$ cat src/hdl/art_pkg.sv
// Package with constants, codes and types shared by the tracker modules.
`timescale 1ns / 1ps
`default_nettype none
package art_pkg;

  localparam int unsigned TableDepthDef = 8;
  localparam int unsigned MaxResults    = 8;
  localparam int unsigned ResCntW       = $clog2(MaxResults + 1);

  // Input kinds.
  localparam logic [2:0] KIND_SEND       = 3'd0;
  localparam logic [2:0] KIND_ACK        = 3'd1;
  localparam logic [2:0] KIND_NACK       = 3'd2;
  localparam logic [2:0] KIND_TICK       = 3'd3;
  localparam logic [2:0] KIND_DISCONNECT = 3'd4;

  // Result events.
  localparam logic [2:0] EV_INSERTED     = 3'd0;
  localparam logic [2:0] EV_ACKED        = 3'd1;
  localparam logic [2:0] EV_RETRANSMIT   = 3'd2;
  localparam logic [2:0] EV_GAVE_UP_NACK = 3'd3;
  localparam logic [2:0] EV_GAVE_UP_TMO  = 3'd4;
  localparam logic [2:0] EV_TABLE_FULL   = 3'd5;

  // Configuration register indexes.
  localparam logic CFG_MAX_RETRIES = 1'b0;
  localparam logic CFG_ACK_TIMEOUT = 1'b1;

  localparam logic [3:0]  MaxRetriesRst = 4'd3;
  localparam logic [15:0] AckTimeoutRst = 16'd1000;

  typedef struct packed {
    logic [31:0] tag;
    logic [31:0] send_time;
    logic [3:0]  retries;
  } entry_t;

  typedef struct packed {
    logic [2:0]  event_res;
    logic [31:0] out_tag;
    logic [31:0] response_ms;
    logic [3:0]  retry_number;
    logic [31:0] acked_total;
    logic [31:0] nacked_total;
    logic [31:0] retries_total;
    logic [31:0] timeouts_total;
  } res_t;

endpackage
`default_nettype wire

$ cat src/hdl/art_result_stage.sv
// Result staging: holds one result until the next one or the end of the item marks it last.
`timescale 1ns / 1ps
`default_nettype none
module art_result_stage
  import art_pkg::*;
(
  input  wire logic clk_i,
  input  wire logic rst_ni,
  input  wire logic push_i,
  input  res_t      push_res_i,
  output logic      push_ok_o,
  input  wire logic close_i,
  output logic      close_ok_o,
  output logic      out_valid_o,
  input  wire logic out_stall_i,
  output res_t      out_res_o,
  output logic      out_last_o
);

  logic pend_v_q;
  logic out_v_q;
  res_t pend_res_q;
  res_t out_res_q;
  logic out_last_q;
  logic out_free;
  logic do_push;
  logic do_close;

  assign out_free   = !out_v_q || !out_stall_i;
  assign push_ok_o  = !pend_v_q || out_free;
  assign close_ok_o = !pend_v_q || out_free;
  assign do_push    = push_i && push_ok_o;
  assign do_close   = close_i && pend_v_q && out_free;

  always_ff @(posedge clk_i or negedge rst_ni) begin
    if (!rst_ni) begin
      pend_v_q <= 1'b0;
      out_v_q  <= 1'b0;
    end else if (do_push) begin
      pend_v_q <= 1'b1;
      if (pend_v_q) begin
        out_v_q <= 1'b1;
      end else if (out_free) begin
        out_v_q <= 1'b0;
      end
    end else if (do_close) begin
      pend_v_q <= 1'b0;
      out_v_q  <= 1'b1;
    end else if (out_free) begin
      out_v_q <= 1'b0;
    end
  end

  // A pending result moves out as not last when a newer one arrives,
  // and as last when the item's work is finished.
  always_ff @(posedge clk_i) begin
    if (do_push) begin
      pend_res_q <= push_res_i;
      if (pend_v_q) begin
        out_res_q  <= pend_res_q;
        out_last_q <= 1'b0;
      end
    end else if (do_close) begin
      out_res_q  <= pend_res_q;
      out_last_q <= 1'b1;
    end
  end

  assign out_valid_o = out_v_q;
  assign out_res_o   = out_res_q;
  assign out_last_o  = out_last_q;

endmodule
`default_nettype wire

$ cat src/hdl/ack_retransmit_tracker_unit.sv
// Acknowledgement and retransmission tracker: table of sent messages awaiting an ack.
//
// Input channel: in_valid_i / in_stall_o with kind, msg_tag and now_ms. An item
// is taken when valid is high and stall is low; stall stays high while an item
// is being worked on. Output channel: out_valid_o / out_stall_i with one result
// per transfer; last_o marks the final result of an item. Sends, acks, nacks and
// ticks walk the table memory one entry per cycle, while no result is held
// back, through a single read port with a registered read; a send that misses
// every tag then places the entry in a free slot. A disconnect or an unused
// kind is handled without leaving idle. A result waits in a staging register
// until the next result of the same item, or the end of the item, decides its
// last flag; a stalled receiver holds the table walk only when a new result
// has no room. Reset clears the valid bits and the counters, and sets the retry
// limit to 3 and the acknowledgement timeout to 1000 ms. Configuration writes
// are always ready and are meant to be issued only while the block is idle.
`timescale 1ns / 1ps
`default_nettype none
module ack_retransmit_tracker_unit
  import art_pkg::*;
#(
  parameter int unsigned TableDepth = TableDepthDef
) (
  input  wire logic        clk_i,
  input  wire logic        rst_ni,
  input  wire logic        in_valid_i,
  output logic             in_stall_o,
  input  wire logic [2:0]  kind_i,
  input  wire logic [31:0] msg_tag_i,
  input  wire logic [31:0] now_ms_i,
  output logic             out_valid_o,
  input  wire logic        out_stall_i,
  output logic [2:0]       event_res_o,
  output logic [31:0]      out_tag_o,
  output logic [31:0]      response_ms_o,
  output logic [3:0]       retry_number_o,
  output logic [31:0]      acked_total_o,
  output logic [31:0]      nacked_total_o,
  output logic [31:0]      retries_total_o,
  output logic [31:0]      timeouts_total_o,
  output logic             last_o,
  input  wire logic        cfg_valid_i,
  output logic             cfg_ready_o,
  input  wire logic        cfg_index_i,
  input  wire logic [15:0] cfg_data_i
);

  localparam int unsigned IdxW = (TableDepth > 1) ? $clog2(TableDepth) : 1;
  localparam int unsigned CntW = $clog2(TableDepth + 1);

  localparam logic [1:0] ST_IDLE  = 2'd0;
  localparam logic [1:0] ST_SCAN  = 2'd1;
  localparam logic [1:0] ST_PLACE = 2'd2;
  localparam logic [1:0] ST_CLOSE = 2'd3;

  logic [1:0]            state_q, state_d;
  logic [2:0]            kind_q;
  logic [31:0]           tag_q, now_q;
  logic [3:0]            max_q;
  logic [15:0]           tmo_q;
  logic [TableDepth-1:0] vld_q, vld_d;
  logic [CntW-1:0]       rd_cnt_q, rd_cnt_d;
  logic                  rd_v_q, rd_v_d;
  logic [IdxW-1:0]       ev_idx_q, ev_idx_d;
  logic [ResCntW-1:0]    res_cnt_q, res_cnt_d;
  logic [31:0]           acked_q, acked_d;
  logic [31:0]           nacked_q, nacked_d;
  logic [31:0]           retries_q, retries_d;
  logic [31:0]           tmos_q, tmos_d;

  entry_t                mem [TableDepth];
  entry_t                rd_q;
  logic                  mem_we;
  logic [IdxW-1:0]       mem_wa;
  entry_t                mem_wd;
  logic                  rd_en;

  logic                  accept;
  logic                  push, push_ok, close, close_ok;
  res_t                  push_res, out_res;

  // Evaluation of the entry held in the read register.
  logic [31:0]           elapsed;
  logic                  hit, expired, can_retry;
  logic                  t_need, t_we, t_clr, t_stop;
  logic                  inc_ack, inc_nack, inc_retry, inc_tmo;
  logic [2:0]            t_ev;
  logic [31:0]           t_tag, t_resp;
  logic [3:0]            t_retry;
  entry_t                t_wd;
  logic                  ev_go, consumed, stop_eff, more, issue;
  logic                  free_found;
  logic [IdxW-1:0]       free_idx;

  assign accept      = in_valid_i && !in_stall_o;
  assign in_stall_o  = (state_q != ST_IDLE);
  assign cfg_ready_o = 1'b1;

  assign elapsed   = now_q - rd_q.send_time;
  assign hit       = vld_q[ev_idx_q] && (rd_q.tag == tag_q);
  assign expired   = vld_q[ev_idx_q] && (elapsed > {16'd0, tmo_q});
  assign can_retry = rd_q.retries < max_q;

  always_comb begin
    free_found = 1'b0;
    free_idx   = '0;
    for (int i = TableDepth - 1; i >= 0; i--) begin
      if (!vld_q[i]) begin
        free_found = 1'b1;
        free_idx   = IdxW'(i);
      end
    end
  end

  always_comb begin
    t_need    = 1'b0;
    t_we      = 1'b0;
    t_clr     = 1'b0;
    t_stop    = 1'b0;
    inc_ack   = 1'b0;
    inc_nack  = 1'b0;
    inc_retry = 1'b0;
    inc_tmo   = 1'b0;
    t_ev      = EV_INSERTED;
    t_tag     = rd_q.tag;
    t_resp    = '0;
    t_retry   = rd_q.retries;
    t_wd      = '{tag: rd_q.tag, send_time: now_q, retries: rd_q.retries + 4'd1};
    if (state_q == ST_SCAN && rd_v_q) begin
      case (kind_q)
        KIND_SEND: begin
          if (hit) begin
            t_need  = 1'b1;
            t_we    = 1'b1;
            t_stop  = 1'b1;
            t_ev    = EV_INSERTED;
            t_tag   = tag_q;
            t_retry = '0;
            t_wd    = '{tag: tag_q, send_time: now_q, retries: 4'd0};
          end
        end
        KIND_ACK: begin
          if (hit) begin
            t_need  = 1'b1;
            t_clr   = 1'b1;
            t_stop  = 1'b1;
            inc_ack = 1'b1;
            t_ev    = EV_ACKED;
            t_resp  = elapsed;
          end
        end
        KIND_NACK: begin
          if (hit) begin
            t_need   = 1'b1;
            t_stop   = 1'b1;
            inc_nack = 1'b1;
            if (can_retry) begin
              t_we      = 1'b1;
              inc_retry = 1'b1;
              t_ev      = EV_RETRANSMIT;
              t_retry   = rd_q.retries + 4'd1;
            end else begin
              t_clr = 1'b1;
              t_ev  = EV_GAVE_UP_NACK;
            end
          end
        end
        KIND_TICK: begin
          if (expired) begin
            t_need = 1'b1;
            t_stop = (res_cnt_q + ResCntW'(1)) == ResCntW'(MaxResults);
            if (can_retry) begin
              t_we      = 1'b1;
              inc_retry = 1'b1;
              t_ev      = EV_RETRANSMIT;
              t_retry   = rd_q.retries + 4'd1;
            end else begin
              t_clr   = 1'b1;
              inc_tmo = 1'b1;
              t_ev    = EV_GAVE_UP_TMO;
            end
          end
        end
        default: begin
        end
      endcase
    end
  end

  assign ev_go    = !t_need || push_ok;
  assign consumed = !rd_v_q || ev_go;
  assign stop_eff = rd_v_q && ev_go && t_stop;
  assign more     = (rd_cnt_q != CntW'(TableDepth)) && !stop_eff;
  assign issue    = (state_q == ST_SCAN) && consumed && more;

  always_comb begin
    state_d   = state_q;
    vld_d     = vld_q;
    rd_cnt_d  = rd_cnt_q;
    rd_v_d    = rd_v_q;
    ev_idx_d  = ev_idx_q;
    res_cnt_d = res_cnt_q;
    acked_d   = acked_q;
    nacked_d  = nacked_q;
    retries_d = retries_q;
    tmos_d    = tmos_q;
    mem_we    = 1'b0;
    mem_wa    = ev_idx_q;
    mem_wd    = t_wd;
    rd_en     = 1'b0;
    push      = 1'b0;
    close     = 1'b0;
    push_res  = '{event_res: t_ev, out_tag: t_tag, response_ms: t_resp,
                  retry_number: t_retry,
                  acked_total: acked_q + {31'd0, inc_ack},
                  nacked_total: nacked_q + {31'd0, inc_nack},
                  retries_total: retries_q + {31'd0, inc_retry},
                  timeouts_total: tmos_q + {31'd0, inc_tmo}};
    case (state_q)
      ST_IDLE: begin
        if (accept) begin
          if (kind_i inside {KIND_SEND, KIND_ACK, KIND_NACK, KIND_TICK}) begin
            state_d   = ST_SCAN;
            rd_cnt_d  = '0;
            rd_v_d    = 1'b0;
            res_cnt_d = '0;
          end else if (kind_i == KIND_DISCONNECT) begin
            vld_d = '0;
          end
        end
      end
      ST_SCAN: begin
        if (rd_v_q && t_need && ev_go) begin
          push      = 1'b1;
          mem_we    = t_we;
          acked_d   = push_res.acked_total;
          nacked_d  = push_res.nacked_total;
          retries_d = push_res.retries_total;
          tmos_d    = push_res.timeouts_total;
          res_cnt_d = res_cnt_q + ResCntW'(1);
          if (t_clr) begin
            vld_d[ev_idx_q] = 1'b0;
          end
        end
        if (issue) begin
          rd_en    = 1'b1;
          rd_cnt_d = rd_cnt_q + CntW'(1);
          ev_idx_d = rd_cnt_q[IdxW-1:0];
          rd_v_d   = 1'b1;
        end else if (consumed) begin
          rd_v_d = 1'b0;
          // A send that matched no tag still has to take a free slot.
          if (kind_q == KIND_SEND && !stop_eff) begin
            state_d = ST_PLACE;
          end else begin
            state_d = ST_CLOSE;
          end
        end
      end
      ST_PLACE: begin
        push_res = '{event_res: free_found ? EV_INSERTED : EV_TABLE_FULL,
                     out_tag: tag_q, response_ms: '0, retry_number: '0,
                     acked_total: acked_q, nacked_total: nacked_q,
                     retries_total: retries_q, timeouts_total: tmos_q};
        mem_wa   = free_idx;
        mem_wd   = '{tag: tag_q, send_time: now_q, retries: 4'd0};
        if (push_ok) begin
          push    = 1'b1;
          state_d = ST_CLOSE;
          if (free_found) begin
            mem_we          = 1'b1;
            vld_d[free_idx] = 1'b1;
          end
        end
      end
      ST_CLOSE: begin
        close = 1'b1;
        if (close_ok) begin
          state_d = ST_IDLE;
        end
      end
      default: begin
        state_d = ST_IDLE;
      end
    endcase
  end

  always_ff @(posedge clk_i or negedge rst_ni) begin
    if (!rst_ni) begin
      state_q   <= ST_IDLE;
      vld_q     <= '0;
      rd_cnt_q  <= '0;
      rd_v_q    <= 1'b0;
      ev_idx_q  <= '0;
      res_cnt_q <= '0;
      acked_q   <= '0;
      nacked_q  <= '0;
      retries_q <= '0;
      tmos_q    <= '0;
      max_q     <= MaxRetriesRst;
      tmo_q     <= AckTimeoutRst;
    end else begin
      state_q   <= state_d;
      vld_q     <= vld_d;
      rd_cnt_q  <= rd_cnt_d;
      rd_v_q    <= rd_v_d;
      ev_idx_q  <= ev_idx_d;
      res_cnt_q <= res_cnt_d;
      acked_q   <= acked_d;
      nacked_q  <= nacked_d;
      retries_q <= retries_d;
      tmos_q    <= tmos_d;
      if (cfg_valid_i && cfg_ready_o) begin
        case (cfg_index_i)
          CFG_MAX_RETRIES: max_q <= cfg_data_i[3:0];
          CFG_ACK_TIMEOUT: tmo_q <= cfg_data_i;
          default: begin
          end
        endcase
      end
    end
  end

  always_ff @(posedge clk_i) begin
    if (accept) begin
      kind_q <= kind_i;
      tag_q  <= msg_tag_i;
      now_q  <= now_ms_i;
    end
  end

  // Entry memory: one write port, one registered read port.
  always_ff @(posedge clk_i) begin
    if (mem_we) begin
      mem[mem_wa] <= mem_wd;
    end
    if (rd_en) begin
      rd_q <= mem[rd_cnt_q[IdxW-1:0]];
    end
  end

  art_result_stage u_result_stage (
    .clk_i       (clk_i),
    .rst_ni      (rst_ni),
    .push_i      (push),
    .push_res_i  (push_res),
    .push_ok_o   (push_ok),
    .close_i     (close),
    .close_ok_o  (close_ok),
    .out_valid_o (out_valid_o),
    .out_stall_i (out_stall_i),
    .out_res_o   (out_res),
    .out_last_o  (last_o)
  );

  assign event_res_o      = out_res.event_res;
  assign out_tag_o        = out_res.out_tag;
  assign response_ms_o    = out_res.response_ms;
  assign retry_number_o   = out_res.retry_number;
  assign acked_total_o    = out_res.acked_total;
  assign nacked_total_o   = out_res.nacked_total;
  assign retries_total_o  = out_res.retries_total;
  assign timeouts_total_o = out_res.timeouts_total;

endmodule
`default_nettype wire

$ cat config.mk
export PLATFORM = sky130hd
export DESIGN_NAME = ack_retransmit_tracker_unit
export DESIGN_NICKNAME = d
export VERILOG_FILES = /design/src/hdl/art_pkg.sv /design/src/hdl/art_result_stage.sv /design/src/hdl/ack_retransmit_tracker_unit.sv
export SDC_FILE = /design/constraint.sdc
export NUM_CORES = 1
export LEC_CHECK = 0
export BUFFER_PORTS_ARGS = -buffer_cell sky130_fd_sc_hd__buf_2
export CAP_MARGIN = 25
export CORE_MARGIN = 5
export CORE_UTILIZATION = 45
export DETAILED_ROUTE_END_ITERATION = 8
export GPL_TIMING_DRIVEN = 0
export PLACE_DENSITY = 0.72
export RECOVER_POWER = 50
export SYNTH_ARGS = -nofsm -noshare
export SYNTH_HDL_FRONTEND = slang
export SYNTH_SLANG_ARGS = --single-unit
$ cat constraint.sdc
create_clock -name clk_i -period 17.1 [get_ports clk_i]
set_input_delay 2.565 -clock clk_i [delete_from_list [all_inputs] [get_ports clk_i]]
set_output_delay 2.565 -clock clk_i [all_outputs]
set_load 0.03 [all_outputs]
==> Yosys cells after proc, flatten, opt, wreduce, memory -nomap -nowiden <==
Memories as Yosys holds them, arrays and structs flattened. A register that Yosys moved wholly into a read port is not among the register bits.
Index checks and enable logic that the tools add are counted.
{ "totals": {"ff_bits": 638, "latch_bits": 0, "ram_bits": 544, "mem_bits_ro": 0, "in_bits": 89, "wordCells": 255, "mem_count": 1} }
{ "classes": {"add_sub_neg": 8, "n_mul": 0, "div": 0, "magnitude_cmp": 6, "n_eq_ne": 27, "shifts": 0, "muxes": 124, "bitwise": 7, "n_reduce_logical": 48} }
{ "memory_table": {"columns": ["memory", "depth", "width", "rd", "rd_ports_with_merged_regs", "wr", "line_no", "rtl"], "rows": [
  ["mem", 8, 68, 1, 1, 1, "ack_retransmit_tracker_unit.sv:70", "entry_t mem [TableDepth];"]
]} }
{ "ops": {"columns": ["cell", "count"], "rows": [
  ["$mux W199", 4],
  ["$mux W68", 4],
  ["$mux W32", 6],
  ["$add A32 B1 Y32", 4],
  ["$mux W1", 57],
  ["$mux W8", 7],
  ["$mux W3", 13],
  ["$mux W4", 9],
  ["$eq A32 B32 Y1", 1],
  ["$gt A32 B16 Y1", 1],
  ["$sub A32 B32 Y32", 1],
  ["$pmux W8 S3", 1],
  ["$ne A2 B2 Y1 const B", 11],
  ["$logic_and A1 B1 Y1", 17],
  ["$pmux W4 S2", 2],
  ["$mux W2", 7],
  ["$add A4 B1 Y4 const B", 3],
  ["$eq A3 B2 Y1 const B", 4],
  ["$pmux W1 S2", 6],
  ["$pmux W4 S3", 1],
  ["$reduce_and A4 Y1", 3],
  ["$reduce_and A2 Y1", 5],
  ["$pmux W3 S3", 1],
  ["$and A8 B8 Y8", 1],
  ["other kinds (29)", 51]
]} }

==> Longest topological paths before layout <==
{ "depth": {"ltp_word": 16, "depth_mapped": 34, "ltp_nobuf": 33} }

==> By module <==
From an unflattened synthesis, not the netlist that was laid out.
{ "unflattened": {"hier_cells": 3199, "area_unflattened_um2": 50773.7} }
{ "by_module_without_submodules": {"columns": ["mod", "instances", "cells_per_inst", "area_per_inst_um2"], "rows": [
  ["ack_retransmit_tracker_unit", 1, 2787, 38683.4],
  ["art_result_stage", 1, 412, 12090.3]
]} }

==> Worst setup path after synthesis <==
Ideal clock, no wire load.
{ "synth_path": {"path_kind": "reg2reg", "startpoint": "register now_q[0]", "endpoint": "register u_result_stage.out_last_q (netlist: u_result_stage.out_last_o), enable pin", "setup_ps": 827, "t_arrival_ps": 13670, "required_ps": 16273, "slack_ps": 2603, "stages_incl_launch_ff": 24, "cell_sequence": "edfxtp_1 > inv_1 > ha_1 > fa_1 > nand2b_1 > a21oi_1 > o21ai_0 > nand2_1 > a31oi_1 > xnor2_1 > ha_1 > nand4_1 > or4_1 > a21oi_1 > nor4_1 > o22a_1 > nand4_1 > or4_1 > or4_1 > buf_2 > a21oi_4 > nor2_1 > o21ai_0 > a21oi_1"} }
{ "synth_via": {"elab_chain_len": 14} }
{ "synth_lines": {"columns": ["element", "line_no", "rtl"], "rows": [
  ["start: declaration", "ack_retransmit_tracker_unit.sv:57", "logic [31:0] tag_q, now_q;"],
  ["start signal: assignment", "ack_retransmit_tracker_unit.sv:327", "now_q <= now_ms_i;"],
  ["$sub A32 B32 Y32 (*)", "ack_retransmit_tracker_unit.sv:98", "assign elapsed = now_q - rd_q.send_time;"],
  ["via elapsed[12]", "ack_retransmit_tracker_unit.sv:82", "logic [31:0] elapsed;"],
  ["$gt A32 B16 Y1 (*)", "ack_retransmit_tracker_unit.sv:100", "assign expired = vld_q[ev_idx_q] && (elapsed > {16'd0, tmo_q});"],
  ["$logic_and A1 B1 Y1 (*)", "ack_retransmit_tracker_unit.sv:100", null],
  ["$mux W1 (*)", "ack_retransmit_tracker_unit.sv:168", "if (expired) begin"],
  ["$pmux W1 S2 (*)", "ack_retransmit_tracker_unit.sv:129", "case (kind_q)"],
  ["$mux W1 (*)", "ack_retransmit_tracker_unit.sv:128", "if (state_q == ST_SCAN && rd_v_q) begin"],
  ["$logic_not A1 Y1", "ack_retransmit_tracker_unit.sv:189", "assign ev_go = !t_need || push_ok;"],
  ["$logic_or A1 B1 Y1", "ack_retransmit_tracker_unit.sv:189", null],
  ["$logic_and A1 B1 Y1 (*)", "ack_retransmit_tracker_unit.sv:232", "if (rd_v_q && t_need && ev_go) begin"],
  ["$mux W1 (*)", "ack_retransmit_tracker_unit.sv:232", null],
  ["$pmux W1 S2 (*)", "ack_retransmit_tracker_unit.sv:218", "case (state_q)"],
  ["$logic_and A1 B1 Y1 (*)", "art_result_stage.sv:32", "assign do_push = push_i && push_ok_o;"],
  ["$ne A2 B1 Y1 (no line) or $reduce_bool A2 Y1 (tied branches)", null, null],
  ["$reduce_and A2 Y1 (no line) (*)", null, null],
  ["end signal: assignment", "art_result_stage.sv:61", "out_last_q <= 1'b0;"],
  ["end signal: assignment", "art_result_stage.sv:65", "out_last_q <= 1'b1;"],
  ["end: declaration", "art_result_stage.sv:24", "logic out_last_q;"]
]} }
The timed path passes the listed nets; every way through them passes the cells marked *.
A chain may end at the register's enable or synchronous reset.

==> flow_summary.ini <==
[critical_path]
crit_top_cell = clkbuf_1
critical_path.max_stage_delay_ps = 4310
crit_arrival_ps = 9820
cpLargestDelayFamily = buffers and inverters
r2r_start = now_q[0]
slowest_stage = clkbuf_1
path_buf_inv = 2
required_ps = 16460
path_cells = clkbuf_1 > clkbuf_1
crit_path_start = rst_ni
start_kind = primary input
cp-end-kind = asynchronous set/reset pin
critPathKind = primary input to asynchronous set/reset pin
crit_fanout = 110

[sta]
rsz0062_at_grt = false
hold_violations = 0
setup_viol = 0
max-slew-margin-rel_pct = -297
hold_slack_ps = 404
worst_slew_pin_slew_ps = 5960
fin_crit_sh_pct = 61.1
fin_crit_ps = 10460
fin_worst_skew_ps = 35.1
drv_slew = 247
fmax_mhz = 95.6

[synth]
synth_ff_type = edfxtp_1
syn_avg_cell_area_um2 = 16.0
synth-async-reset-ratio_pct = 13.8
yosys_warnings = 0
ys_seq_elements = 1250
netlist_instances = 3176
syn_nets = 3333
synth_area_um2 = 50700
synth_top_area_share_pct = 63.8
synthDistinctLibCells = 83
synth.area.top_cells = edfxtp_1 64%, dfrtp_1 8.1%, mux4_2 6.1%, nand2_1 3.3%, xnor2_1 3.1%
synth_top_cell_by_area = edfxtp_1
synth_edf_count = 1078
yosysSeqAreaShare_pct = 72.3

[routing]
antenna_left = 0
routedWlPerCell_um = 22.5
drc = 0
vias_per_cell = 5.42
via_count = 28500
firstDrtPassIters = 5
initialDrtViolationCount = 2772
wl_mm = 118

[cells_and_area]
final_nets = 3818
fin_util_pct = 52.8
final_cell_mix = 1078 x edfxtp_1, 443 x nand2_1, 328 x clkbuf_1, 179 x xnor2_1, 164 x dfrtp_1
drive_gt1_share_pct = 14.9
syn_to_final_growth_pct = 16.8
final_common_cell = edfxtp_1

[clock_network]
clk_latency_ps = 730
htree_levels = 4
cts_tree = done
cts_setup_buffers = 0
cts_root_buf = clkbuf_16
holdBufCountCts = 0
ctsResizeCount = 0
cts.sinks = 1250
clk_pin_slew_worst_paths_ps = 60
numCtsBuffers = 132
clock_path_buffers = 3

[global_route]
grt_first_pass_wirelength_mm = 178
grt_max_degree = 111
grt_pass1_vias = 28500
overflow = 0
grt_antenna_before_repair = 7
grt_usage_pct = 19.5

[place]
gp_congestion = 0.882
post-dp-hpwl_mm = 80.2
io_buffers = 290

[hold_path]
min_path_type = flip-flop to flip-flop
min_from = u_result_stage.pend_res_q[190]

[status]
violations = max-capacitance violations, max-slew violations
status = finished, violations left

[power_and_ir_drop]
irDropWorstVdd_uv = 107
power_density_nw_per_um2 = 165
leakagePower_nw = 20.2

[floorplanning]
core-area_um2 = 112000
dieArea_um2 = 120000
ios = 292
die_y_um = 346
start_util_pct = 45.2
fp.dieW_um = 346
num_rows = 123

[job]
maxCapViolCount = 5
[logic make-up after synthesis]
| kind of cell | after synthesis | share of synthesized area, % |
|---|---|---|
| other | 1 | 0.00739 |
| adders and majority gates | 68 | 1.69 |
| buffers and inverters | 207 | 1.64 |
| DFF | 1250 | 72.3 |
| AOI/OAI and AO/OA | 235 | 3.16 |
| muxes | 215 | 7.82 |
| xor gates and xnor gates | 293 | 5.06 |
| and+or+nand+nor | 907 | 8.32 |
[area by class of cell]
| class | instances | area (um^2) |
|---|---|---|
| Timing Repair Buffer | 351 | 2140 |
| Multi-Input combinational cell | 1719 | 13300 |
| Fill cell | 9044 | 52900 |
| Buffer | 127 | 534 |
| Sequential cell | 1250 | 36700 |
| Antenna cell | 2 | 5.00 |
| Clock buffer | 165 | 3550 |
| Inverter | 80 | 300 |
| Clock inverter | 70 | 855 |
| Tap cell | 1500 | 1880 |
[per-stage QoR]
stage	instances	setup WS (ps)	instance area [um^2]	setup TNS, ps	total power, mW
after floorplan	3176	2600	50700	0	6.09
after global placement	4966	-4580	54100	-1463970	6.97
after detailed placement	5020	7830	55100	0	6.94
after CTS	5255	7810	59500	0	9.86
after global routing	5262	4720	59200	0	10.2
final	5264	6640	59200	0	9.76
[registers in the layout (all words and copies together), names as in the netlist, 16 cells and up]
name	count
u_result_stage.out_res_o	199
nacked_q	32
acked_q	32
rd_q	68
tag_q	32
tmo_q	16
u_result_stage.pend_res_q	199
retries_q	32
now_q	32
tmos_q	32
mem	544
[synth_stat cells (all sizes together) (12+ instances only)]
master / count
edfxtp: 1078
nand2: 443
xnor2: 179
dfrtp: 164
mux4: 138
xor2: 114
nor2: 109
and3: 81
inv: 80
nand3: 73
mux2: 72
clkbuf: 71
ha: 67
a21oi: 63
buf: 56
nor3: 53
o21ai: 47
nand4: 39
nor4: 36
a21o: 20
and2: 14
a31oi: 13
o211ai: 13
nor3b: 12
[power by group]
part	switching [mW]	internal [mW]	total [mW]
clock network	1.17	1.73	2.90
logic	1.71	0.832	2.54
registers	0.216	4.11	4.32
[path summary, 6_finish.rpt]
check | slack [ps] | cells after the start | to
max | 6640 | 2 | acked_q[13]
min in group asynchronous | 3210 | 1 | retries_q[17]
max in group clk_i | 7700 | 34 | u_result_stage.pend_res_q[62]
min reg2reg | 400 | 0 | u_result_stage.out_res_o[190]
max reg2reg | 7700 | 34 | u_result_stage.pend_res_q[62]
min | 400 | 0 | u_result_stage.out_res_o[190]
[per-layer routing]
metal	GRT usage (%)	wire length [um]	share of wire, %
met5	0	0	0
met4	5.19	2570	2.2
met3	4.54	9220	7.8
met2	31.3	56000	47
met1	27.0	50500	43
No activity file was read; power rests on OpenSTA's default activity.
